### config.mk
export PLATFORM = sky130hd
export DESIGN_NAME = sobel_ctrl
export DESIGN_NICKNAME = d
export VERILOG_FILES = /design/src/hw/rtl/sobel_pkg.sv /design/src/hw/rtl/sobel_ctrl.sv
export SDC_FILE = /design/constraint.sdc
export NUM_CORES = 1
export LEC_CHECK = 0
export BUFFER_PORTS_ARGS = -buffer_cell sky130_fd_sc_hd__buf_2
export CORE_AREA = 2 2 39 41
export DETAILED_ROUTE_END_ITERATION = 7
export DIE_AREA = 0 0 41 43
export GPL_ROUTABILITY_DRIVEN = 0
export GPL_TIMING_DRIVEN = 1
export HOLD_SLACK_MARGIN = 0.15
export PLACE_DENSITY_LB_ADDON = 0.25
export SLEW_MARGIN = 40
export SYNTH_ARGS = -nofsm -noshare
export SYNTH_HDL_FRONTEND = slang
export SYNTH_SLANG_ARGS = --single-unit
### constraint.sdc
create_clock -name clk_i -period 2.17 [get_ports clk_i]
set_input_delay 0 -clock clk_i [delete_from_list [all_inputs] [get_ports clk_i]]
set_output_delay 0 -clock clk_i [all_outputs]
set_load 0.05 [all_outputs]
### src/hw/rtl/sobel_pkg.sv
// ---------------------------------------------------------------------------
// Sobel edge unit package
// Shared types and constants for the controller and the datapath.
// ---------------------------------------------------------------------------
package sobel_pkg;

  localparam int DefMaxWidth  = 1024;
  localparam int CfgIdxW      = 1;
  localparam int CfgDataW     = 13;
  localparam int WidthRegW    = 11;
  localparam int HeightRegW   = 13;
  localparam int RowW         = 13;
  localparam int RootSteps    = 8;
  localparam logic [WidthRegW-1:0]  WidthReset  = 11'd640;
  localparam logic [HeightRegW-1:0] HeightReset = 13'd480;
  localparam logic [20:0]           SatLimit    = 21'd65280;
  localparam logic [7:0]            PixMax      = 8'd255;

  typedef enum logic [CfgIdxW-1:0] {
    CFG_WIDTH  = 1'b0,
    CFG_HEIGHT = 1'b1
  } cfg_idx_e;

  typedef enum logic [2:0] {
    ST_IDLE,
    ST_UPDATE,
    ST_GRAD,
    ST_SQUARE,
    ST_ROOT,
    ST_OUT
  } state_e;

  typedef struct packed {
    logic capture;
    logic update;
    logic grad;
    logic square;
    logic root_step;
    logic load_out;
  } cmd_t;

  typedef struct packed {
    logic have;
    logic out_free;
    logic pos_zero;
  } status_t;

endpackage

### src/hw/rtl/sobel_ctrl.sv
// ---------------------------------------------------------------------------
// Sobel edge unit controller
// Sequences a word: update, then for a result gradient, square, root, output.
// ---------------------------------------------------------------------------
module sobel_ctrl import sobel_pkg::*; (
  input  logic    clk_i,
  input  logic    rst_ni,
  input  logic    in_valid_i,
  input  status_t stat_i,
  output cmd_t    cmd_o,
  output logic    idle_o
);

  state_e state_q, state_d;
  logic [2:0] cnt_q, cnt_d;

  always_ff @(posedge clk_i or negedge rst_ni) begin
    if (!rst_ni) begin
      state_q <= ST_IDLE;
      cnt_q   <= '0;
    end else begin
      state_q <= state_d;
      cnt_q   <= cnt_d;
    end
  end

  always_comb begin
    state_d = state_q;
    cnt_d   = cnt_q;
    case (state_q)
      ST_IDLE: begin
        if (in_valid_i) state_d = ST_UPDATE;
      end
      ST_UPDATE: begin
        state_d = stat_i.have ? ST_GRAD : ST_IDLE;
      end
      ST_GRAD:   state_d = ST_SQUARE;
      ST_SQUARE: begin
        state_d = ST_ROOT;
        cnt_d   = '0;
      end
      ST_ROOT: begin
        cnt_d = cnt_q + 3'd1;
        if (cnt_q == 3'(RootSteps - 1)) state_d = ST_OUT;
      end
      ST_OUT: begin
        if (stat_i.out_free) state_d = ST_IDLE;
      end
      default: state_d = ST_IDLE;
    endcase
  end

  always_comb begin
    cmd_o  = '0;
    idle_o = 1'b0;
    case (state_q)
      ST_IDLE: begin
        idle_o        = 1'b1;
        cmd_o.capture = in_valid_i;
      end
      ST_UPDATE: cmd_o.update    = 1'b1;
      ST_GRAD:   cmd_o.grad      = 1'b1;
      ST_SQUARE: cmd_o.square    = 1'b1;
      ST_ROOT:   cmd_o.root_step = 1'b1;
      ST_OUT:    cmd_o.load_out  = stat_i.out_free;
      default:   cmd_o = '0;
    endcase
  end

endmodule

# [Yosys cells after proc, flatten, opt, wreduce, memory -nomap -nowiden]
# Index checks and enable logic that the tools add are counted.
[op_classes] n_addsub=1 n_eq_ne=9 n_mux=13 n_reduce_logical=3
[op_table] cell="3-bit one-hot mux with 6 select lines" count=1
[op_table] cell="3-bit == test, second input constant" count=3
[op_table] cell="3-bit two-way mux" count=3
[op_table] cell="1-bit two-way mux" count=7
[op_table] cell="3-bit by 2-bit == test with 1-bit output, second input constant" count=2
[op_table] cell="2-bit inequality test, second input constant" count=3
[op_table] cell="3-bit one-hot mux with 2 select lines" count=1
[op_table] cell="3-bit by 1-bit adder with 3-bit output, second input constant" count=1
[op_table] cell="3-bit by 1-bit == test with 1-bit output, second input constant" count=1
[op_table] cell="3-bit logical NOT" count=1
[op_table] cell="3-bit AND reduction" count=1
[op_table] cell="2-bit two-way mux" count=1
[op_table] cell="2-bit nonzero test" count=1
[totals] regBits=6 input_bits=6 out_inout_bits=7 word_cells=28

# [Logic depth before layout (Yosys ltp)]
# Gate-level depths: netlist (run 1).
[logic_depth] ltp_word=3 mapped_depth=4 mapped_depth_nobuf=4

# [Worst setup path after synthesis (run 1)]
# No wires, ideal clock.
[synth_path] path_kind="flip-flop to output port" start="register state_q[0]" end="output port cmd_o[5] (netlist name)" t_arrival_ns=2.176 required_time_ns=2.170 slack_ns=-0.006 path_stages_with_launch=4 path_buffers=1 cell_sequence="dfrtp_1 buf_6 nor3_1 and2_1"
[synth_lines] item="start, declared" line="sobel_ctrl.sv:14" source="state_e state_q, state_d;"
[synth_lines] item="start signal, assigned" line="sobel_ctrl.sv:22" source="state_q <= state_d;"
[synth_lines] item="end, declared" line="sobel_ctrl.sv:10" source="output cmd_t cmd_o,"

# [Worst setup path after layout (run 1)]
[layout_path] start="register cnt_q[0]" end="register state_q[0]"
[layout_via] elab_chain_len=3
[layout_rtl] item="start, declared" line="sobel_ctrl.sv:15" source="logic [2:0] cnt_q, cnt_d;"
[layout_rtl] item="start signal, assigned" line="sobel_ctrl.sv:23" source="cnt_q <= cnt_d;"
[layout_rtl] item="3-bit == test" line="sobel_ctrl.sv:44" source="if (cnt_q == 3'(RootSteps - 1)) state_d = ST_OUT;"
[layout_rtl] item="2-bit inequality test (no source line)"
[layout_rtl] item="3-bit AND reduction (no source line)"
# No other way between the ends.
# A chain may end at the register's enable or synchronous reset.

==> metrics.md, run 1 <==
| Metric | Value |
|---|---|
| Outcome | complete, no violations |
| Leak | 0.253 nW |
| First-pass DRT Iterations | 4 |
| Total grt overflow | 0 |
| CTS tree | built |
| Mapped cell area | around 360 sq um |
| Post-synth net total | 48 |
| I/O pin cnt | 13 |
| Detailed Route Iter0 Violations | 3 |
| Hold depth | 3 |
| Vias | 330 |
| WS Path Type | flip-flop to flip-flop |
| Vias in the first global route | 309 |
| Area delta synth->final | 39.0% |
| Ys flop type | dfrtp_1 |
| Critical R2R Capture | state_q[0]$_DFFE_PN0P_ |
| Syn avg cell area | 9.07 sq um |
| Final Cycle Share | 76.4% |
| CP max FO | 4 |
| Final slew viol count | 0 |
| Maxcap violations | 0 |
| Total Wirelength | 789 microns |
| H-tree Lvls | 1 |
| Worst reg2reg startpoint | cnt_q[0]$_DFFE_PN0P_ |
| Post-synthesis register bit count | 6 |
| Largest cells by area after synthesis | dfrtp_1 41%, nor2_1 7.2%, ha_1 6.9% |
| Net Sw Frac | 52.2% |
| Detailed placement HPWL | 564 microns |
| Pwr Total | ~0.74 mW |
| Worst slew pin tran | around 0.38 ns |
| Max stage delay on crit path | 0.57 ns |
| DIE HEIGHT | between 40 and 50 microns |
| Initial Util | 26.2% |
| Final hold vios | 0 |
| Critical hold path startpoint | in_valid_i |
| Synth unique cells | 19 |
| WL/cell | 10.7 microns |
| Later-pin clock latency in the skew report | 0.24 ns |
| Final net count | 68 |
| Synth async-reset ratio | 100% |
| Worst hold path class | input pin to output port |
| CTS root buffer | clkbuf_4 |
| Routed Antenna Nets | 0 |
| Die X | 41 microns |
| Final setup vio count | 0 |
| Core ar. | 1380 sq um |
| Synth top area share | 41.4% |
| Inserted Clock Buffers | 3 |
| Hold Path End | cmd_o[5] |
| DRC viols | 0 |
| Worst slew margin relative to its limit | between 70 and 80% |
| Final worst path period need | about 1.7 ns |
| Synth area leader | dfrtp_1 |
| Flop pwr share | 29.4% |
| Setup repair after global routing missed its margin | false |
| Worst Path Arrival | 1.78 ns |
| Port bufs | 11 |
| Initial antenna violation count | 0 |
| CP startpoint kind | flip-flop |
| CP most frequent cell | ha_1 |
| Clk sinks | 6 |
| R2r setup slk | 0.51 ns |
| Worst path required time | 2.29 ns |
| Vias/cell | roughly 4.5 |
| CTS max path bufs | 2 |
| Setup TNS | 0 ns |
| Slowest cell on crit path | dlygate4sd3_1 |
| Net Sw Power | 0.387 mW |
| Row cnt | 14 |
| Die Area | 1760 sq um |
| CP cell instances | ha_1 > ha_1 > nor2_1 > o32ai_1 > dlygate4sd3_1 |
| Sequential element share of the synthesized area | 41.4% |
| Clock share of power | 14.1% |
| YS warnings | 0 |
| Antenna diode count | 0 |
| EDFF count, synth | 0 |
| Layout Skew | 0.00123 ns |
| Largest net degree at the start of global routing | 10 |
| Global-route wire length before repair | 1260 microns |
| Crit. End Element | flip-flop |
| Ratio of cells with drive above 1 in the final layout | 31.0% |
| Power per Cell Area | 1470 nW/um^2 |
| Fmax | 603 MHz |
| Gate power share | between 50 and 60% |
| Maximum vdd drop | around 0.46 mV |
| Synth Instances | 40 |
| CTS clk-pin slew, worst paths | 0.05 ns |
| FF-to-FF path depth | 5 |
| P_int | 0.353 mW |
| Total track usage | 11.0% |
## power by group through the flow
stage	clock [mW]	combinational [mW]	sequential [mW]
detailed placement	0	0.400	0.219
CTS	0.110	0.421	0.217
global placement	0	0.395	0.219
global route	0.118	0.457	0.225
finish	0.104	0.418	0.217
floorplan	0	0.357	0.193
## cell usage in the layout, fill, tap and decap left out, drive strengths merged
| cell type | instances |
|---|---|
| dlygate4sd3 | 5 |
| nor2 | 7 |
| buf | 11 |
| nor3 | 3 |
| nor2b | 1 |
| inv | 3 |
| o32ai | 1 |
| o21ai | 1 |
| and3 | 2 |
| nand2b | 1 |
| dfrtp | 6 |
| and2 | 1 |
| clkbuf | 3 |
| nand3b | 1 |
| a211oi | 2 |
| a21oi | 4 |
| nor3b | 1 |
| nand2 | 3 |
| ha | 2 |
## sequential cells by signal, summed over array words and instances (netlist names)
signal / flops
state_q: 3
cnt_q: 3
## worst max-delay path by stage
| stage | start | end |
|---|---|---|
| after CTS | cnt_q[0]$_DFFE_PN0P_ | state_q[0]$_DFFE_PN0P_ |
| after floorplan | state_q[0]$_DFFE_PN0P_ | cnt_q[1]$_DFFE_PN0P_ |
| after global routing | cnt_q[0]$_DFFE_PN0P_ | state_q[0]$_DFFE_PN0P_ |
| after detailed placement | state_q[0]$_DFFE_PN0P_ | cmd_o[1] |
| after global placement | cnt_q[0]$_DFFE_PN0P_ | cnt_q[2]$_DFFE_PN0P_ |
| final | cnt_q[0]$_DFFE_PN0P_ | state_q[0]$_DFFE_PN0P_ |
## per-stage QoR
stage          cells  utilization [%]  setup slack [ns]  instance area [sq um]  hold WS [ns]
6_report          74             36.4             0.512                    504         0.425
5_1_grt           74             36.4             0.438                    504         0.447
3_5_place_dp      66             31.2             0.965                    432        -0.165
2_1_floorplan     40                -            0.0422                    368        -0.296
4_1_cts           74             36.4             0.513                    504         0.425
3_3_place_gp      66             31.2             0.971                    432        -0.164
## cell families (layout without fill, tap and decap cells)
group	after synthesis	in the layout	share of synthesized area, %
simple gates	20	20	32.1
compound gates	8	8	13.4
flops	6	6	41.4
buf+inv	4	22	6.21
fa+ha+maj	2	2	6.90
## synth_stat cells, types with 2 or more instances
library cell  count
inv_1             3
a211oi_1          2
nand2_1           3
nor2_1            7
nor3_1            2
ha_1              2
dfrtp_1           6
a21oi_1           4
## worst max-delay path: cells and delay by family, from the launching register on
kind / cells / cell delay [ns]
and+or+nand+nor: 1 / 0.08
buffers and inverters: 1 / 0.57
adders and majority gates: 2 / 0.40
DFF: 1 / 0.40
AOI/OAI and AO/OA: 1 / 0.08
## what timing repair did
item / 4_1_cts / 5_1_grt
buffers inserted: 0 / 0
resized for setup: 0 / 0
hold buffers: 5 / 0
endpoints found under the hold margin: 9 / 0
## layer usage
metal / wire length, microns / vias up / global-route usage, % / part of all wire [%]
met4: 0 / 0 / 8.00 / 0
met3: 33 / 0 / 3.14 / 4.2
met5: 0 / - / 0 / 0
met1: 371 / 146 / 12.3 / 47
li1: - / 175 / - / -
met2: 384 / 9 / 16.6 / 49
## cell type report
type / instances / area [sq um]
Fill cell: 148 / 880
Multi-Input combinational cell: 30 / 195
Sequential cell: 6 / 150
Timing Repair Buffer: 16 / 105
Clock buffer: 3 / 22.5
Tap cell: 16 / 20.0
Inverter: 3 / 11.3
No activity file was read; power rests on OpenSTA's default activity.
==> run 2, diff against run 1 <==
- clock period: 2.17 -> 1.5 ns (I/O delays scaled with it)
==> run 2 against run 1 <==
  * Worst setup slack lost 0.36 ns
  * Register-to-register slack worse by 0.21 ns
  * Hold slack better by 0.11 ns
  * Clock skew rose by 0.0032 ns
  * Clock power increased by 46%
  * Cell count unchanged
  * Combinational power rose by 44%
  * Final area increased by 4.0%
  * Core utilization rose by 1.4 points
==> metrics.md, run 2 (synthesis results as in run 1) <==
| Metric | Value |
|---|---|
| Stages on the worst setup path | 3 |
| CTS clk-pin slew, worst paths | about 0.050 ns |
| Die X | just over 40 microns |
| CTS max path bufs | 2 |
| Hold WS | 0.537 ns |
| Final hold vios | 0 |
| Core ar. | 1380 sq um |
| Vias in the first global route | roughly 310 |
| Ratio of cells with drive above 1 in the final layout | 39.7% |
| Final slew viol count | 0 |
| Most common cell after layout, fill and taps aside | buf_2 |
| Buffers plus inverters on the worst setup path | 1 |
| I/O pin cnt | 13 |
| Finished Cell Area | 524 sq um |
| Placed Area | approximately 450 sq um |
| Worst slew pin tran | 0.290 ns |
| WS Path Type | flip-flop to output port |
| CTS tree | built |
| Max stage delay on crit path | ~0.48 ns |
| First-pass DRT Iterations | 4 |
| CP startpoint kind | flip-flop |
| Worst hold path class | flip-flop to flip-flop |
| Worst path required time | 1.50 ns |
| CP max FO | 8 |
| Area of the multi-input gates | 211 sq um |
| Worst Path Arrival | 1.35 ns |
| Largest net degree at the start of global routing | 10 |
| Pwr Total | about 1.1 mW |
| Total grt overflow | 0 |
| Post-CTS setup buffers | 0 |
| Maximum vdd drop | 0.536 mV |
| Inserted Clock Buffers | 3 |
| Detailed placement HPWL | 563 microns |
| Worst reg2reg startpoint | cnt_q[0]$_DFFE_PN0P_ |
| Critical path origin | state_q[1]$_DFFE_PN0P_ |
| Detailed Route Iter0 Violations | 3 |
| Most frequent cells in the layout | 11 x buf_2, 7 x nor2_1, 5 x dlygate4sd3_1 |
| FF-to-FF path depth | 4 |
| Post-Place Cells | 66 |
| Biggest regs | cnt_q (3), state_q (3) |
| CTS root buffer | clkbuf_4 |
| Fmax | 742 MHz |
| Layout Skew | between 0.004 and 0.005 ns |
| Fill cells | 141 |
| Initial antenna violation count | 0 |
| Initial Util | between 20% and 30% |
| Final setup vio count | 0 |
| Row cnt | 14 |
| Total Wirelength | 802 microns |
| Top Family by Delay on Critical Path | flip-flops |
| Final net count | 68 |
| Slowest cell on crit path | dfrtp_2 |
| CP Capture Point | cmd_o[0] |
| Setup repair after global routing missed its margin | false |
| Finished Layout Cells | between 70 and 80 |
| Critical R2R Capture | cnt_q[2]$_DFFE_PN0P_ |
| Vias/cell | 4.57 |
| Routed Antenna Nets | 0 |
| Global-route wire length before repair | about 1300 microns |
| Port bufs | 11 |
| Vias | approximately 340 |
| Hold depth | 1 |
| Area taken by flip-flops and latches | 154 sq um |
| CP cell instances | nor2b_4 > and3_1 > buf_2 |
| H-tree Lvls | 1 |
| Leak | 0.253 nW |
| Die Area | 1760 sq um |
| WL/cell | 10.8 microns |
| Maxcap violations | 0 |
| Power per Cell Area | 2090 nW/um^2 |
| Outcome | complete, no violations |
| Clk sinks | 6 |
| Final worst path period need | 1.35 ns |
| Total track usage | 12.6% |
| DIE HEIGHT | 43 microns |
| Area delta synth->final | 44.5% |
| R2r setup slk | ~0.30 ns |
| Final Cycle Share | 89.8% |
| Worst slew margin relative to its limit | 80.6% |
| Crit. End Element | output port |
| Later-pin clock latency in the skew report | 0.25 ns |
| DRC viols | 0 |
| Antenna diode count | 0 |
[run 2: changes by cell type in the layout (fill, tap and decap cells not counted)]
cell,previous run,this run
dfrtp_1,6,3
dfrtp_2,0,3
nor3_1,1,0
nor3_4,0,1
nor3b_1,1,0
nor3b_2,0,1
[run 2: worst min path at each step]
stage | startpoint | endpoint | slack [ns]
final | state_q[2]$_DFFE_PN0P_ | state_q[1]$_DFFE_PN0P_ | 0.54
after global routing | state_q[2]$_DFFE_PN0P_ | state_q[1]$_DFFE_PN0P_ | 0.56
after CTS | stat_i[2] | state_q[1]$_DFFE_PN0P_ | 0.56
after detailed placement | rst_ni | state_q[0]$_DFFE_PN0P_ | -0.16
after global placement | rst_ni | state_q[0]$_DFFE_PN0P_ | -0.16
after floorplan | rst_ni | cnt_q[0]$_DFFE_PN0P_ | -0.30
[run 2: routing by layer]
metal / GRT usage (%) / routed length [microns] / vias to the layer above
met5: 0 / 0 / -
met4: 12.0 / 29 / 0
met3: 7.85 / 62 / 4
met2: 14.4 / 331 / 12
met1: 15.1 / 377 / 148
li1: - / - / 174
[run 2: through the flow]
stage,TNS (ns),util [%],setup WS [ns]
2_1_floorplan,-0.110,-,-0.0552
5_1_grt,0,37.9,0.0446
4_1_cts,0,37.6,0.0278
6_report,0,37.9,0.152
3_3_place_gp,0,32.4,0.304
3_5_place_dp,0,32.4,0.286
[run 2: worst register-to-register path, cell delays in order, from the launching register on]
cell and delay [ns]:
dfrtp_1 0.40, ha_1 0.21, ha_1 0.27, inv_1 0.04, a211oi_1 0.19
[run 2: repair_timing]
item / CTS / global route
hold buffers: 5 / 0
endpoints found under the setup margin: 0 / 4
endpoints found under the hold margin: 9 / 0
gates resized for setup: 0 / 3
[run 2: area by class of cell]
cell class | instances | share of cell area, %
Multi-Input combinational cell | 30 | 40.3
Sequential cell | 6 | 29.4
Timing Repair Buffer | 16 | 20.0
Clock buffer | 3 | 4.30
Tap cell | 16 | 3.82
Inverter | 3 | 2.15
[run 2: report_power, final]
group / switching [mW] / leakage [nW] / total, mW / internal [mW]
Clock: 0.0617 / 0.0138 / 0.152 / 0.0907
Sequential: 0.112 / 0.0740 / 0.340 / 0.228
Combinational: 0.401 / 0.165 / 0.600 / 0.200
Total: 0.574 / 0.253 / 1.09 / 0.519
